===== src/rtl/crt_pkg.sv =====
package crt_pkg;

   localparam int CMD_BITS    = 2;
   localparam int STATUS_BITS = 3;
   localparam int MAP_BITS    = 16;
   localparam int OWNER_BITS  = 16;
   localparam int SIZE_BITS   = 32;

   localparam logic [CMD_BITS-1:0] CMD_LOOKUP = 2'd0;
   localparam logic [CMD_BITS-1:0] CMD_INSERT = 2'd1;
   localparam logic [CMD_BITS-1:0] CMD_REMOVE = 2'd2;

   localparam logic [STATUS_BITS-1:0] ST_OK      = 3'd0;
   localparam logic [STATUS_BITS-1:0] ST_MISS    = 3'd1;
   localparam logic [STATUS_BITS-1:0] ST_INVALID = 3'd2;
   localparam logic [STATUS_BITS-1:0] ST_OVERLAP = 3'd3;
   localparam logic [STATUS_BITS-1:0] ST_FULL    = 3'd4;

   localparam logic [OWNER_BITS-1:0] OWNER_NONE  = '0;
   localparam logic [OWNER_BITS-1:0] OWNER_FIRST = 16'd1;
   localparam logic [OWNER_BITS-1:0] OWNER_LAST  = 16'hFFFF;

   // token that walks the cell row
   typedef struct packed {
      logic                  active;
      logic [CMD_BITS-1:0]   cmd;
      logic                  hit;
      logic                  overlap;
      logic                  free_found;
      logic [MAP_BITS-1:0]   map;
      logic [OWNER_BITS-1:0] owner;
   } tok_type;

   // control broadcast to every cell
   typedef struct packed {
      logic                  drop_en;
      logic [OWNER_BITS-1:0] drop_owner;
      logic                  wr_en;
      logic [MAP_BITS-1:0]   wr_map;
      logic [OWNER_BITS-1:0] wr_owner;
   } bcast_type;

endpackage


===== src/rtl/crt_cell.sv =====
module crt_cell #(
   parameter int ADDR_BITS = 48,
   parameter int SLOT_BITS = 6,
   parameter int INDEX     = 0
) (
   input  logic                  clock,
   input  logic                  reset,
   input  crt_pkg::tok_type      tok_in,
   input  logic [SLOT_BITS-1:0]  slot_in,
   output crt_pkg::tok_type      tok_out,
   output logic [SLOT_BITS-1:0]  slot_out,
   input  logic [ADDR_BITS-1:0]  key_addr,
   input  logic [ADDR_BITS-1:0]  key_end,
   input  crt_pkg::bcast_type    bcast,
   input  logic [SLOT_BITS-1:0]  wr_slot
);

   localparam logic [SLOT_BITS-1:0] MY_SLOT = SLOT_BITS'(INDEX);

   logic                            valid_ff;
   logic                            valid_in;
   logic [ADDR_BITS-1:0]            begin_ff;
   logic [ADDR_BITS-1:0]            end_ff;
   logic [crt_pkg::MAP_BITS-1:0]    map_ff;
   logic [crt_pkg::OWNER_BITS-1:0]  owner_ff;
   crt_pkg::tok_type                tok_ff;
   crt_pkg::tok_type                tok_in_next;
   logic [SLOT_BITS-1:0]            slot_ff;
   logic [SLOT_BITS-1:0]            slot_in_next;
   logic                            write_me;

   assign write_me = bcast.wr_en && (wr_slot == MY_SLOT);

   always_comb begin
      tok_in_next  = tok_in;
      slot_in_next = slot_in;
      valid_in     = valid_ff;
      if (tok_in.active) begin
         case (tok_in.cmd)
            crt_pkg::CMD_LOOKUP: begin
               if (!tok_in.hit && valid_ff && begin_ff <= key_addr && key_addr < end_ff) begin
                  tok_in_next.hit   = 1'b1;
                  tok_in_next.map   = map_ff;
                  tok_in_next.owner = owner_ff;
               end
            end
            crt_pkg::CMD_INSERT: begin
               if (valid_ff) begin
                  if (begin_ff < key_end && key_addr < end_ff) begin
                     tok_in_next.overlap = 1'b1;
                  end
               end else if (!tok_in.free_found) begin
                  tok_in_next.free_found = 1'b1;
                  slot_in_next           = MY_SLOT;
               end
            end
            crt_pkg::CMD_REMOVE: begin
               if (bcast.drop_en && valid_ff && owner_ff == bcast.drop_owner) begin
                  valid_in = 1'b0;
               end
            end
            default: begin
            end
         endcase
      end
      if (write_me) begin
         valid_in = 1'b1;
      end
   end

   always_ff @(posedge clock) begin
      if (reset) begin
         valid_ff      <= 1'b0;
         tok_ff.active <= 1'b0;
      end else begin
         valid_ff <= valid_in;
         tok_ff   <= tok_in_next;
      end
      slot_ff <= slot_in_next;
      if (write_me) begin
         begin_ff <= key_addr;
         end_ff   <= key_end;
         map_ff   <= bcast.wr_map;
         owner_ff <= bcast.wr_owner;
      end
   end

   assign tok_out  = tok_ff;
   assign slot_out = slot_ff;

endmodule


===== config.mk =====
export PLATFORM = sky130hd
export DESIGN_NAME = crt_cell
export DESIGN_NICKNAME = d
export VERILOG_FILES = /design/src/rtl/crt_pkg.sv /design/src/rtl/crt_cell.sv
export SDC_FILE = /design/constraint.sdc
export NUM_CORES = 1
export LEC_CHECK = 0
export ABC_AREA = 1
export BUFFER_PORTS_ARGS = -buffer_cell sky130_fd_sc_hd__buf_2
export CAP_MARGIN = 20
export CORE_MARGIN = 2
export CORE_UTILIZATION = 25
export CTS_CLUSTER_SIZE = 28
export DETAILED_ROUTE_END_ITERATION = 12
export SKIP_LAST_GASP = 1
export SLEW_MARGIN = 20
export SYNTH_ARGS = -nofsm -noshare
export SYNTH_HDL_FRONTEND = slang
export SYNTH_SLANG_ARGS = --single-unit
export TNS_END_PERCENT = 20

===== constraint.sdc =====
create_clock -name clock -period 14.84 [get_ports clock]
set_clock_uncertainty 0.1 [all_clocks]
set_input_delay 0.742 -clock clock [delete_from_list [all_inputs] [get_ports clock]]
set_output_delay 0.742 -clock clock [all_outputs]
set_load 0.03 [all_outputs]

==> results of run 1 <==
## kinds of logic (layout without fill, tap and decap cells)
group | Yosys count | count (layout) | share of synthesized area, %
compound gates | 99 | 99 | 5.60
xor+xnor | 7 | 7 | 0.628
fa+ha+maj | 142 | 142 | 18.2
buf+inv | 206 | 470 | 8.27
flops | 173 | 173 | 52.4
other cells | 0 | 4 | 0
simple gates | 339 | 339 | 15.0
## metal layers
layer,vias to the layer above,wire length [µm],track usage [%]
met5,-,62,0
met4,8,653,5.41
met3,34,1770,4.18
met2,252,11800,21.1
met1,3361,11200,15.7
li1,3769,-,-
## cell usage in the layout (no fill, tap or decap), drive strengths merged
master | netlist | layout
edfxtp | 165 | 165
o211ai | 2 | 2
clkinv | 0 | 3
xnor2 | 4 | 4
a21o | 3 | 3
nor4 | 5 | 5
nor3 | 4 | 4
xor2 | 3 | 3
nor2b | 1 | 1
ha | 142 | 142
dfxtp | 8 | 8
nand3 | 16 | 16
buf | 9 | 245
nand2 | 223 | 223
a211oi | 2 | 2
clkinvlp | 0 | 3
o21ai | 18 | 18
o21a | 6 | 6
a31oi | 2 | 2
o22ai | 2 | 2
diode | 0 | 4
clkbuf | 3 | 17
a21oi | 63 | 63
nand4 | 45 | 45
o21bai | 1 | 1
inv | 194 | 202
nand3b | 1 | 1
nor2 | 44 | 44
## power groups by stage
stage / registers [mW] / logic, mW / clock network [mW]
2_1_floorplan: 0.581 / 0.0533 / 0
3_3_place_gp: 0.561 / 0.130 / 0
3_5_place_dp: 0.561 / 0.133 / 0
4_1_cts: 0.550 / 0.133 / 0.457
5_1_grt: 0.551 / 0.149 / 0.474
6_report: 0.550 / 0.131 / 0.439
## layout make-up
type | count | area share, %
Antenna cell | 4 | 0.0824
Clock buffer | 17 | 3.50
Clock inverter | 14 | 1.05
Inverter | 194 | 6.00
Multi-Input combinational cell | 587 | 31.7
Sequential cell | 173 | 42.1
Tap cell | 518 | 5.34
Timing Repair Buffer | 245 | 10.2
## through the flow
stage,util (%),power (mW),hold slack (ns),cell area [µm²],cells
final,31.4,1.12,0.359,12100,1752
after global routing,31.4,1.17,0.323,12100,1748
after CTS,31.4,1.14,0.320,12100,1748
after detailed placement,30.0,0.694,0.420,11600,1717
after global placement,30.0,0.691,0.405,11600,1717
after floorplan,-,0.634,0.383,9770,966
## state kept, by name, summed over array words and instances, names as in the netlist
signal / cells
slot_out: 6
owner_ff: 16
valid_ff: 1
begin_ff: 48
tok_out: 38
end_ff: 48
map_ff: 16
## critical path, delay by kind of cell
kind	cells	cell delay, ns
AO/OA/AOI/OAI	4	1.40
buffers and inverters	1	0.12
adder cells (fa/ha/maj)	1	0.31
AND/OR/NAND/NOR	5	1.05
## final timing paths
| check | endpoint | slack, ns | depth (start not counted) |
|---|---|---|---|
| setup reg to reg | tok_out[10]$_DFFE_PN_ | 11.33 | 12 |
| setup / recovery | tok_out[10]$_DFFE_PN_ | 11.28 | 11 |
| hold / removal | end_ff[38]$_DFFE_PP_ | 0.36 | 1 |
| hold reg to reg | valid_ff$_SDFFE_PP0P_ | 0.44 | 2 |
==> flow_metrics.tcl, run 1 <==
set metrics [dict create \
    insertion_delay_ns 0.47 \
    std_cell_rows 72 \
    setup_slack_ns 11.28 \
    p_leak_nw 5.89 \
    setup_viol_count_final 0 \
    slowest_delay_ns 0.81 \
    die_x_um 202 \
    routabilityCongestion 0.875 \
    clock_sinks 173 \
    pin_count 242 \
    arrival_ns 3.67 \
    antenna_found_initial 9 \
    clockBufferDepth 2 \
    combPwrFrac_pct 11.7 \
    cpMaxStageDelayCell "a21oi_4" \
    startpoint "key_addr[47]" \
    finalHoldViolCount 0 \
    hold_path_class "input pin to register" \
    worstMarginPinSlew_ns 1.07 \
    multi_input_area_um2 3850 \
    totalNegativeSetupSlack_ns 0 \
    maxCapViolations 0 \
    nFillCells 4001 \
    ys.flop_type "edfxtp_1" \
    core_um2 38600 \
    power.internal_mw 0.817 \
    yosysSeqAreaShare_pct 52.4 \
    route.detailed.drc 0 \
    fin_crit_sh_pct 24.0 \
    startpoint_type "input pin" \
    slew_headroom_pct 28.2 \
    area_growth_pct 24.3 \
    drt_iter0_drc 410 \
    worstSetupPathType "input pin to register" \
    hpwl_um 20400 \
    globalRouteOverflowTotal 0 \
    drive_above_1_share_pct 22.9 \
    cp_max_fo 34 \
    switching_share_pct 27.0 \
    holdBufCountCts 0 \
    via_count 7424 \
    wl_per_cell_um 14.5 \
    synth_edf_count 165 \
    synthTopCellsByCount "nand2_1, inv_1, edfxtp_1" \
    grt_start_max_net_pins 72 \
    synth_most_common_cell "nand2_1" \
    status "finished clean" \
    seq_area_um2 5110 \
    start_util_pct 25.3 \
    netlist_top_cells_area "edfxtp_1, ha_1, nand2_1" \
    cts_tree "yes" \
    pwr-share-clk_pct 39.2 \
    synth_cell_types 33 \
    wl_um 25400 \
    rsz0062_at_grt "false" \
    ir_drop_v 0.0000823 \
    async_reset_ff_share_pct 0 \
    worstPathCellList "buf_2 > ha_1 > a21oi_1 > o21a_1 > nand2_1 > a21oi_1 > nand2_1 > a21oi_4 > nand3_4 > nand2_1 > nand2_1" \
    yosys_warnings 0 \
    pre_cts_slack_ns 10.79 \
    firstDrtPassIters 5 \
    ys_ff_latch 173 \
    syn_inst 966 \
    avgViaCountPerCell 4.24 \
    synth_top_area_share_pct 50.7 \
    grt_pass1_wl_um 39600 \
    min_period_ns 3.56 \
    grt_pass1_vias 7379 \
    root_buffer "clkbuf_16" \
    critPathRequiredTime_ns 14.95 \
    synth.avg_cell_area_um2 10.1 \
    grt_usage_pct 12.9 \
    ant_nets 0 \
    p_per_area_nw_per_um2 92.2 \
    clk_pin_slew_ns 0.08 \
    hold_start "key_end[38]" \
    h-tree-depth 4 \
    maxSlewViolCount 0 \
    nets 1558 \
    synth_top_area_cell "edfxtp_1" \
    cts_buffers 17 \
    power.switching_mw 0.303 \
    die_h_um 202 \
    ctsResizeCount 0 \
    endpoint_kind "register" \
    clock.fmax_mhz 281 \
    synth_nets 1306 \
    postCtsSetupBuffers 0 \
    io_buffers 241 \
    p_seq_share_pct 49.1 \
    syn_area_um2 9770 \
    fp.dieArea_um2 40700 \
    reg2reg_from "end_ff[37]$_DFFE_PP_" \
    path_common_cell "nand2_1" \
]
No activity file was read; power rests on OpenSTA's default activity.
==> run 2, diff against run 1 <==
Settings changed: ABC_AREA 1 to 0.
Clock period 14.84 ns to 3.6 ns, I/O delays scaled along.
==> run 2 against run 1 <==
Clock-buffer cell count did not move. Critical path depth rose by 3. First-iteration DRC count fell by 43%. Critical endpoint is now tok_out[2]$_DFFE_PN_. Final cell count fell by 1.6%. Highest routed layer is now met4. Non-clock buffer count rose by 182.
==> flow_metrics.tcl, run 2 <==
set metrics [dict create \
    finalHoldViolCount 0 \
    drt_iter0_drc 235 \
    grt_start_max_net_pins 130 \
    postLayoutCellArea_um2 13800 \
    nets 1538 \
    hold_path_class "input pin to register" \
    maxSlewViolCount 0 \
    fp.dieArea_um2 39500 \
    io_buffers 241 \
    yosysSeqAreaShare_pct 54.0 \
    std_cell_rows 71 \
    pre_cts_slack_ns -0.0113 \
    setup_slack_ns 0.313 \
    route.detailed.drc 0 \
    synthTopCellsByCount "edfxtp_1, inv_1, ha_1" \
    switching_share_pct 25.6 \
    cp_max_fo 33 \
    cts_buffers 17 \
    startpoint_type "input pin" \
    dr_wl_met3_um 1140 \
    r2r_end "tok_out[2]$_DFFE_PN_" \
    insertion_delay_ns 0.44 \
    final_common_cell "buf_2" \
    status "finished clean" \
    netlist_top_cells_area "edfxtp_1, ha_1, inv_1" \
    placed_area_um2 11400 \
    firstDrtPassIters 4 \
    synth.avg_cell_area_um2 12.5 \
    syn_inst 755 \
    critPathRequiredTime_ns 3.69 \
    synth_nets 1095 \
    p_leak_nw 6.28 \
    worstMarginPinSlew_ns 0.924 \
    globalRouteOverflowTotal 0 \
    synth_most_common_cell "edfxtp_1" \
    die_x_um 199 \
    h-tree-depth 4 \
    nFillCells 3708 \
    p_seq_share_pct 46.8 \
    syn_area_um2 9470 \
    worstPathCellList "dlygate4sd3_1 > buf_2 > inv_1 > ha_1 > nand4_1 > nor4_1 > buf_4 > a221oi_1 > o21ai_0 > a221oi_1 > nand3_1 > a21oi_4 > buf_12 > mux2_2" \
    synth_top_area_share_pct 52.3 \
    dr.max_layer_used "met4" \
    antenna_found_initial 1 \
    avgViaCountPerCell 4.18 \
    min_to "map_ff[6]$_DFFE_PP_" \
    maxCapViolations 0 \
    arrival_ns 3.38 \
    synth_edf_count 165 \
    start_util_pct 25.3 \
    min_period_ns 3.29 \
    grt_usage_pct 13.3 \
    mostFrequentLayoutCells "buf_2, dlygate4sd3_1, edfxtp_1" \
    die_h_um 199 \
    clockBufferDepth 2 \
    area_growth_pct 45.4 \
    wl_per_cell_um 15.4 \
    yosys_warnings 0 \
    slowest_delay_ns 0.56 \
    slew_headroom_pct 37.9 \
    cts_tree "yes" \
    dp_cells 1515 \
    finalNonFillerCells 1724 \
    endpoint_kind "register" \
    hold_start "wr_slot[3]" \
    startpoint "key_addr[29]" \
    setup_viol_count_final 0 \
    rrSetupSlack_ns 0.36 \
    power.internal_mw 3.58 \
    core_um2 37500 \
    hold-path-cell-count 3 \
    hpwl_um 19900 \
    combPwrFrac_pct 13.6 \
    synth_cell_types 44 \
    root_buffer "clkbuf_16" \
    clk_pin_slew_ns 0.07 \
    p_per_area_nw_per_um2 349 \
    rsz0062_at_grt "false" \
    clock.fmax_mhz 304 \
    ff2ff_path_depth 11 \
    async_reset_ff_share_pct 0 \
    pwr-share-clk_pct 39.5 \
    ir_drop_v 0.000315 \
    grt_pass1_wl_um 39700 \
    power.switching_mw 1.23 \
    wl_um 26500 \
    grt_pass1_vias 7656 \
    ys.flop_type "edfxtp_1" \
    ys_ff_latch 173 \
    reg2reg_from "begin_ff[27]$_DFFE_PP_" \
    clock_sinks 173 \
    met2_length_um 13400 \
    pin_count 242 \
    synth_top_area_cell "edfxtp_1" \
    fin_crit_sh_pct 91.3 \
    ant_nets 0 \
    routabilityCongestion 0.796 \
    drive_above_1_share_pct 26.6 \
    met1_length_um 11700 \
    path_common_cell "a221oi_1" \
    via_count 7204 \
    worstSetupPathType "input pin to register" \
    cpMaxStageDelayCell "dlygate4sd3_1" \
]
[run 2: cell count changes after synthesis, sizes merged, moves of 10 or more]
cell,before,now
a21o,3,22
a21oi,63,48
nand2,223,29
nor2b,1,11
mux2,0,32
inv,194,152
nand4,45,26
nor2,44,12
[run 2: per-stage QoR]
step	total power, mW	utilization [%]	TNS (ns)	hold WS (ns)
after floorplan	2.56	-	-231.91	0.149
after global placement	2.79	30.4	-0.0142	0.258
after detailed placement	2.80	30.4	-0.0123	0.258
after CTS	4.90	36.7	0	0.311
after global routing	5.03	36.7	0	0.328
final	4.81	36.7	0	0.305
[run 2: how the worst max path moves through the flow]
| stage | endpoint | slack [ns] | depth (start not counted) |
|---|---|---|---|
| floorplan | begin_ff[0]$_DFFE_PP_ | -1.80 | 2 |
| global placement | tok_out[2]$_DFFE_PN_ | -0.008 | 9 |
| detailed placement | tok_out[2]$_DFFE_PN_ | -0.01 | 9 |
| CTS | tok_out[2]$_DFFE_PN_ | 0.12 | 12 |
| global route | tok_out[2]$_DFFE_PN_ | 0.14 | 14 |
| finish | tok_out[2]$_DFFE_PN_ | 0.31 | 14 |
[run 2: layout make-up]
| type | instances | area [µm²] | share of cell area, % |
|---|---|---|---|
| antenna | 2 | 5.00 | 0.0363 |
| clock buffer | 17 | 425 | 3.09 |
| clock inverter | 15 | 168 | 1.22 |
| inverter | 152 | 571 | 4.14 |
| multi-input combinational | 427 | 3780 | 27.5 |
| sequential | 173 | 5110 | 37.1 |
| tap | 511 | 639 | 4.64 |
| timing repair buffer | 427 | 3070 | 22.3 |
[run 2: cells by family (layout without fill, tap and decap cells)]
kind of cell	count (synthesis)	count (layout)	synth area share (%)
buffers and inverters	155	611	6.38
muxes	32	32	4.95
adders and majority gates	142	142	18.8
AOI/OAI and AO/OA	122	122	7.98
other	0	2	0
and+or+nand+nor	115	115	6.45
DFF	173	173	54.0
xor gates and xnor gates	16	16	1.48
[run 2: power groups by stage]
| stage | sequential [mW] | combinational (mW) | clock, mW |
|---|---|---|---|
| after floorplan | 2.36 | 0.201 | 0 |
| after global routing | 2.26 | 0.724 | 2.05 |
| after detailed placement | 2.30 | 0.501 | 0 |
| final | 2.25 | 0.655 | 1.90 |
| after CTS | 2.25 | 0.660 | 1.98 |
| after global placement | 2.30 | 0.491 | 0 |
[run 2: timing repair]
item	in CTS	in global routing
setup buffers	0	0
resized for setup	1	1
hold buffers	175	0
setup endpoints to repair	3	1
endpoints found under the hold margin	173	0
[run 2: worst max-delay path, delay by kind of cell]
kind / cells / cell delay, ns
buf+inv: 5 / 1.12
compound gates: 4 / 0.98
mux: 1 / 0.37
simple gates: 3 / 0.34
fa+ha+maj: 1 / 0.30
[run 2: routing by layer]
metal / vias up / GRT usage, %
met1: 3398 / 16.5
met4: 0 / 3.81
met3: 16 / 2.54
met5: - / 0
li1: 3625 / -
met2: 165 / 23.2
==> run 3, diff against run 2 <==
Settings changed: CORE_ASPECT_RATIO set to 1.25, CORE_MARGIN 2 to not set, SKIP_CTS_REPAIR_TIMING set to 1.
==> run 3 against run 2 <==
Combinational power barely moved. Routed wire length fell by 3.5%. Fmax fell by 1.1%. Design area fell by 0.32%. Setup slack got worse by 0.038 ns. Sequential power barely moved. Largest cell class unchanged.
==> flow_metrics.tcl, run 3 (synthesis results as in run 2) <==
set metrics [dict create \
    met2_usage_pct 22.7 \
    hold-path-cell-count 4 \
    std_cell_rows 79 \
    power.switching_mw 1.22 \
    finalNonFillerCells 1694 \
    pre_cts_slack_ns 0.246 \
    drive_above_1_share_pct 26.1 \
    grtUsageMet3_pct 4.11 \
    die_x_um 176 \
    nets 1535 \
    min_to "valid_ff$_SDFFE_PP0P_" \
    clk_pin_slew_ns 0.08 \
    routabilityCongestion 0.788 \
    reg2reg_from "begin_ff[21]$_DFFE_PP_" \
    via_count 7259 \
    postLayoutCoreUtil_pct 36.8 \
    rrSetupSlack_ns 0.31 \
    antenna_found_initial 0 \
    switching_share_pct 25.1 \
    cp_max_fo 33 \
    grt_start_max_net_pins 130 \
    clock_sinks 173 \
    grt_pass1_vias 6837 \
    clockBufferDepth 2 \
    pin_count 242 \
    power.internal_mw 3.64 \
    critPathRequiredTime_ns 3.71 \
    insertion_delay_ns 0.46 \
    rsz0062_at_grt "false" \
    wl_um 25600 \
    firstDrtPassIters 4 \
    worstMarginPinSlew_ns 1.06 \
    hold_start "bcast[49]" \
    dp_cells 1483 \
    p_per_area_nw_per_um2 354 \
    clock.fmax_mhz 301 \
    io_buffers 241 \
    hold_slack_ns 0.0446 \
    ant_nets 0 \
    mostFrequentLayoutCells "buf_2, dlygate4sd3_1, edfxtp_1" \
    combPwrFrac_pct 13.5 \
    globalRouteOverflowTotal 0 \
    maxCapViolations 0 \
    arrival_ns 3.43 \
    core_um2 37300 \
    met1_usage_pct 13.4 \
    hold_path_class "input pin to register" \
    grt_usage_pct 12.6 \
    die_h_um 220 \
    status "finished clean" \
    route.detailed.drc 0 \
    slew_headroom_pct 29.3 \
    setup_viol_count_final 0 \
    min_period_ns 3.32 \
    hpwl_um 18800 \
    totalNegativeSetupSlack_ns 0 \
    setup_slack_ns 0.276 \
    worstSetupPathType "input pin to register" \
    wl_per_cell_um 15.1 \
    area_growth_pct 45.0 \
    grt_pass1_wl_um 35900 \
    pwr-share-clk_pct 40.2 \
    maxSlewViolCount 0 \
    avgViaCountPerCell 4.29 \
    ff2ff_path_depth 10 \
    cts_buffers 17 \
    fin_crit_sh_pct 92.3 \
    startpoint_type "input pin" \
    drt_iter0_drc 344 \
    grt_busiest_layer "met2" \
    p_leak_nw 6.25 \
    cts_tree "yes" \
    endpoint_kind "register" \
    root_buffer "clkbuf_16" \
    start_util_pct 25.4 \
    ir_drop_v 0.000268 \
    final_common_cell "buf_2" \
    h-tree-depth 4 \
    finalHoldViolCount 0 \
    fp.dieArea_um2 38700 \
    antenna_cells 0 \
    r2r_end "tok_out[2]$_DFFE_PN_" \
    p_seq_share_pct 46.4 \
]
[run 3: changes by cell type in the layout (fill, tap and decap cells not counted), sizes merged]
cell,delta
buf,-7
dlygate4sd3,+4
inv,-3
clkinvlp,+2
diode,-2
bufinv,+1
clkbuf,+1
clkinv,-1
[run 3: through the flow]
stage	power (mW)	instance area [µm²]
after CTS	4.77	11900
after global placement	2.78	11300
after floorplan	2.56	9490
after global routing	5.06	13700
after detailed placement	2.80	11300
final	4.86	13700
[run 3: worst max-delay path, stage by stage]
cell and delay, ns:
dlygate4sd3_1 0.55, buf_2 0.14, inv_1 0.05, ha_1 0.30
a21oi_1 0.14, o21ai_0 0.12, a221oi_1 0.43, o21ai_0 0.20
a221oi_1 0.32, nand3_1 0.16, a21oi_4 0.18, buf_12 0.26
mux2_2 0.37
[run 3: worst max path at each step]
stage,start,end,slack (ns)
after global routing,begin_ff[41]$_DFFE_PP_,tok_out[0]$_DFFE_PN_,0.08
after floorplan,wr_slot[2],begin_ff[0]$_DFFE_PP_,-1.80
after global placement,begin_ff[21]$_DFFE_PP_,tok_out[0]$_DFFE_PN_,0.32
final,key_addr[23],tok_out[2]$_DFFE_PN_,0.28
after detailed placement,begin_ff[26]$_DFFE_PP_,tok_out[1]$_DFFE_PN_,0.25
after CTS,begin_ff[26]$_DFFE_PP_,tok_out[0]$_DFFE_PN_,0.23
[run 3: layout make-up]
cell class | count | area [µm²]
well taps | 486 | 608
flip-flops and latches | 173 | 5110
clock buffers | 18 | 429
inverters | 152 | 571
multi-input cells | 427 | 3780
fillers | 3590 | 23500
repair buffers | 424 | 3050
clock inverters | 14 | 176
[run 3: power groups by stage]
stage	Clock (mW)	Sequential (mW)	Combinational, mW
2_1_floorplan	0	2.36	0.201
3_3_place_gp	0	2.30	0.484
3_5_place_dp	0	2.30	0.496
4_1_cts	2.02	2.25	0.499
5_1_grt	2.08	2.26	0.727
6_report	1.95	2.25	0.654
[run 3: metal layers]
layer,up-vias,part of all wire (%)
li1,3612,-
met1,3380,40
met2,234,52
met3,33,5.7
met4,0,1.8
met5,-,0
